$ cat src/sv/vpp_pkg.sv
package vpp_pkg;

  // default fixed-point formats
  localparam int COORD_FRAC_BITS_DEF = 16;
  localparam int COEF_FRAC_BITS_DEF  = 12;

  // field and datapath widths
  localparam int PT_W      = 32;
  localparam int COEF_W    = 16;
  localparam int PROD_W    = 48;
  localparam int CLIP_W    = 50;
  localparam int NUM_W     = 51;
  localparam int SIZE_W    = 13;
  localparam int CFG_W     = 64;
  localparam int CFG_IDX_W = 3;
  localparam int PIX_W     = 32;

  // queue between front and back
  localparam int QDEPTH  = 8;
  localparam int QPTR_W  = $clog2(QDEPTH);
  localparam int QCNT_W  = $clog2(QDEPTH + 1);

  // register indexes
  typedef enum logic [CFG_IDX_W-1:0] {
    CFG_ROW0   = 3'd0,
    CFG_ROW1   = 3'd1,
    CFG_ROW2   = 3'd2,
    CFG_ROW3   = 3'd3,
    CFG_WIDTH  = 3'd4,
    CFG_HEIGHT = 3'd5
  } cfg_idx_t;

  typedef logic [3:0][CFG_W-1:0] matrix_t;

  // one classified vertex: numerators n = c + w, clip w, zero-w flag
  typedef struct packed {
    logic signed [NUM_W-1:0]  nx;
    logic signed [NUM_W-1:0]  ny;
    logic signed [CLIP_W-1:0] cw;
    logic                     wz;
  } vtx_t;

endpackage

$ cat src/sv/vpp_queue.sv
module vpp_queue import vpp_pkg::*; (
  input  logic clk,
  input  logic rst,
  input  logic push,
  input  vtx_t din,
  input  logic pop,
  output logic not_empty,
  output vtx_t dout
);

  vtx_t              mem [QDEPTH];
  logic [QPTR_W-1:0] wr_ptr;
  logic [QPTR_W-1:0] rd_ptr;
  logic [QCNT_W-1:0] count;

  assign not_empty = (count != '0);
  assign dout      = mem[rd_ptr];

  // pointers and fill count
  always_ff @(posedge clk) begin
    if (rst) begin
      wr_ptr <= '0;
      rd_ptr <= '0;
      count  <= '0;
    end else begin
      if (push) wr_ptr <= wr_ptr + QPTR_W'(1);
      if (pop)  rd_ptr <= rd_ptr + QPTR_W'(1);
      count <= count + QCNT_W'(push) - QCNT_W'(pop);
    end
  end

  // storage
  always_ff @(posedge clk) begin
    if (push) mem[wr_ptr] <= din;
  end

endmodule

$ cat config.mk
export PLATFORM = sky130hd
export DESIGN_NAME = vpp_queue
export DESIGN_NICKNAME = d
export VERILOG_FILES = /design/src/sv/vpp_pkg.sv /design/src/sv/vpp_queue.sv
export SDC_FILE = /design/constraint.sdc
export NUM_CORES = 1
export LEC_CHECK = 0
export BUFFER_PORTS_ARGS = -buffer_cell sky130_fd_sc_hd__buf_2
export CAP_MARGIN = 0
export CORE_MARGIN = 2
export CORE_UTILIZATION = 55
export DETAILED_ROUTE_END_ITERATION = 16
export PLACE_DENSITY = 0.76
export SYNTH_ARGS = -nofsm -noshare
export SYNTH_HDL_FRONTEND = slang
export SYNTH_SLANG_ARGS = --single-unit
$ cat constraint.sdc
create_clock -name clk -period 15.9 [get_ports clk]
set_input_delay 2.385 -clock clk [delete_from_list [all_inputs] [get_ports clk]]
set_output_delay 2.385 -clock clk [all_outputs]
set_load 0.02 [all_outputs]
==> results.sh <==
export IMPL_syn_to_final_growth_pct=13.84
export IMPL_relSlewSlack_pct=26.34
export IMPL_placed_area_um2=49310
export IMPL_fin_skew_ns=0.04196
export IMPL_cts_resized=0
export IMPL_layout_setup_ws_ns=8.279
export IMPL_drc_errors=0
export IMPL_drt_pass1_iter_count=5
export IMPL_netlist_area_um2=46520
export IMPL_end_kind="primary output"
export IMPL_synth_cells=1836
export IMPL_cts_sinks=1237
export IMPL_cts_hold_buf=0
export IMPL_wl_per_cell_um=26.44
export IMPL_yosysTopAreaCellShare_pct=79.00
export IMPL_fin_area_um2=52960
export IMPL_start_kind="register"
export IMPL_initial_core_util_pct=55.59
export IMPL_hpwl_mm=47.15
export IMPL_die_w_um=294.8
export IMPL_outcome="finished, final reports clean"
export IMPL_yosys_area_top_type="edfxtp_1"
export IMPL_finalSetupViolations=0
export IMPL_crit_required_ns=13.52
export IMPL_worst_pin_slew_ns=1.105
export IMPL_cts_max_path_buffers=3
export IMPL_core_area_um2=83690
export IMPL_max_freq_ghz=0.1312
export IMPL_nNetsFinal=2375
export IMPL_globalRouteOverflowTotal=0
export IMPL_vias=20320
export IMPL_crit_type="register to primary output"
export IMPL_die_y_um=294.8
export IMPL_fill_cells=5443
export IMPL_ys_seq_area_share_pct=79.56
export IMPL_cts_made_buffers=118
export IMPL_viasPerCell=5.895
export IMPL_synth_distinct_cells=22
export IMPL_max_cap_viol_count=0
export IMPL_drt_iter0_drc=1682
export IMPL_port_buffers=310
export IMPL_grt_start_max_net_pins=117
export IMPL_grt_pass1_vias=21870
export IMPL_peakVddDrop_uv=106.7
export IMPL_ant_nets=0
export IMPL_crit_arrival_ns=5.24
export IMPL_drive_gt1_share_pct=42.13
export IMPL_fin_crit_sh_pct=47.93
export IMPL_place_gp_congestion=0.7389
export IMPL_fin_tns_setup_ns=0
export IMPL_avgSynthCellArea_um2=25.34
export IMPL_ys_seq_elements=1237
export IMPL_synth_area_leaders="edfxtp_1 79%, mux4_2 15%, mux2_2 3.7%, buf_6 0.65%, dfxtp_1 0.56%"
export IMPL_powerDensity_nw_per_um2=130.4
export IMPL_rows=106
export IMPL_h_tree_depth=3
export IMPL_clk_latency_ns=0.68
export IMPL_clockRootBuffer="clkbuf_16"
export IMPL_antenna_found_initial=27
export IMPL_path_clk_slew_ns=0.06
export IMPL_ys_warn_count=0
export IMPL_hold_viol=0
export IMPL_place_ws_ns=8.942
export IMPL_leakage_nw=16.70
export IMPL_fin_crit_ns=7.621
export IMPL_rsz0062_at_grt="false"
export IMPL_grt_pass1_wl_mm=134.8
export IMPL_wl_mm=91.13
export IMPL_pin_count=311
export IMPL_cp_max_fo=72
export IMPL_post_cts_buffers=0
export IMPL_die_area_um2=86930
export IMPL_finalMaxSlewViolations=0
export IMPL_hold_path_class="register to register"
export IMPL_grt_util_all_layers_pct=21.08
export IMPL_cts_tree="yes"
export IMPL_synthesis_nets=2001
placed cells by master (no fill, tap or decap):
| master | instances |
|---|---|
| buf_4 | 24 |
| mux2_2 | 153 |
| inv_1 | 7 |
| diode_2 | 8 |
| mux2i_1 | 2 |
| inv_6 | 1 |
| edfxtp_1 | 1224 |
| mux4_2 | 306 |
| nor2b_1 | 1 |
| dfxtp_1 | 10 |
| nand2_1 | 4 |
| buf_2 | 310 |
| nor3_2 | 2 |
| clkinv_2 | 22 |
| clkbuf_16 | 120 |
| a31o_2 | 1 |
| clkinv_16 | 2 |
| bufinv_16 | 5 |
| fa_1 | 1 |
| clkinv_8 | 2 |
| xor2_1 | 3 |
| dfxtp_4 | 3 |
| clkinvlp_4 | 5 |
| clkbuf_1 | 19 |
| nand2b_1 | 4 |
| a21oi_1 | 2 |
| clkinv_4 | 3 |
| buf_12 | 6 |
| nand3_1 | 2 |
| xnor2_1 | 2 |
| nor2_4 | 6 |
| nor2_1 | 10 |
| clkinv_1 | 36 |
| ha_1 | 7 |
path summary, 6_finish.rpt:
kind | from | endpoint | slack, ns | cells past startpoint
worst max register to register | wr_ptr[0]$_SDFFE_PP0P_ | mem[1][103]$_DFFE_PP_ | 12.21 | 5
worst max-delay path | register | dout[122] | 8.28 | 6
worst min-delay path | rd_ptr[2]$_SDFFE_PP0P_ | rd_ptr[2]$_SDFFE_PP0P_ | 0.53 | 2
worst min register to register | rd_ptr[2]$_SDFFE_PP0P_ | rd_ptr[2]$_SDFFE_PP0P_ | 0.53 | 2
synthesized netlist by cell type:
library cell  count
nand2_1           4
fa_1              1
clkbuf_1         25
buf_6            27
buf_2            21
mux2_2          153
ha_1              7
a31o_2            1
a21oi_1           2
inv_1             7
nor3_1            2
nand2b_1          4
mux4_2          306
xnor2_1           2
nor2_1           16
xor2_1            3
edfxtp_1       1224
nand3_1           2
nor2b_1           1
mux2i_1           2
dfxtp_1          13
buf_1            13
worst max-delay path, cell delays in order (launching register included):
cell and delay, ns:
dfxtp_4 1.07, buf_4 0.63, buf_4 0.84, buf_4 0.90, mux4_2 0.42, mux2_2 0.33
buf_2 0.18
flip-flops by register name, summed over array words and instances, names as in the netlist, named ones only:
signal / count
count: 4
mem: 1224
rd_ptr: 3
wr_ptr: 3
cells by family (layout without fill, tap and decap cells):
group           Yosys count  count (layout)  share of synthesized area [%]
compound gates            3               3                        0.04034
xor+xnor                  5               5                        0.09414
fa+ha+maj                 8               8                         0.2313
buf+inv                  93             562                          1.242
flops                  1237            1237                          79.56
mux                     461             461                          18.56
other cells               0               8                              0
simple gates             29              29                         0.2716
per-layer routing:
layer  vias to the layer above  routed length, um  share of wire (%)  GRT usage [%]
li1                       8644                  -                  -              -
met1                     10800              36390                 40          28.39
met2                       695              46040                 51          34.86
met3                       150               6790                7.5          5.414
met4                        36               1676                1.8          5.177
met5                         -                231               0.25              0
through the flow:
stage | std cells | hold WS, ns | util [%] | total power [W]
final | 3447 | 0.5280 | 63.29 | 0.006906
after global routing | 3444 | 0.5537 | 63.28 | 0.007129
after CTS | 3439 | 0.5333 | 63.26 | 0.006972
after detailed placement | 3224 | 0.5181 | 58.92 | 0.004374
after global placement | 3224 | 0.4968 | 58.92 | 0.004352
after floorplan | 1836 | 0.4847 | - | 0.004185
layout make-up:
cell class,instances,area [um2],area share [%]
sequential,1237,37030,69.91
multi-input combinational,506,8986,16.97
clock buffer,139,3074,5.804
timing repair buffer,340,1852,3.496
tap,1134,1419,2.679
clock inverter,76,560.5,1.058
inverter,7,26.28,0.04961
antenna,8,20.02,0.03780
power by group:
part           internal [W]  switching, W
clock network       0.00146       0.00115
logic              0.000255      0.000334
registers           0.00367     0.0000342
total               0.00539       0.00152
No activity file was read; power rests on OpenSTA's default activity.
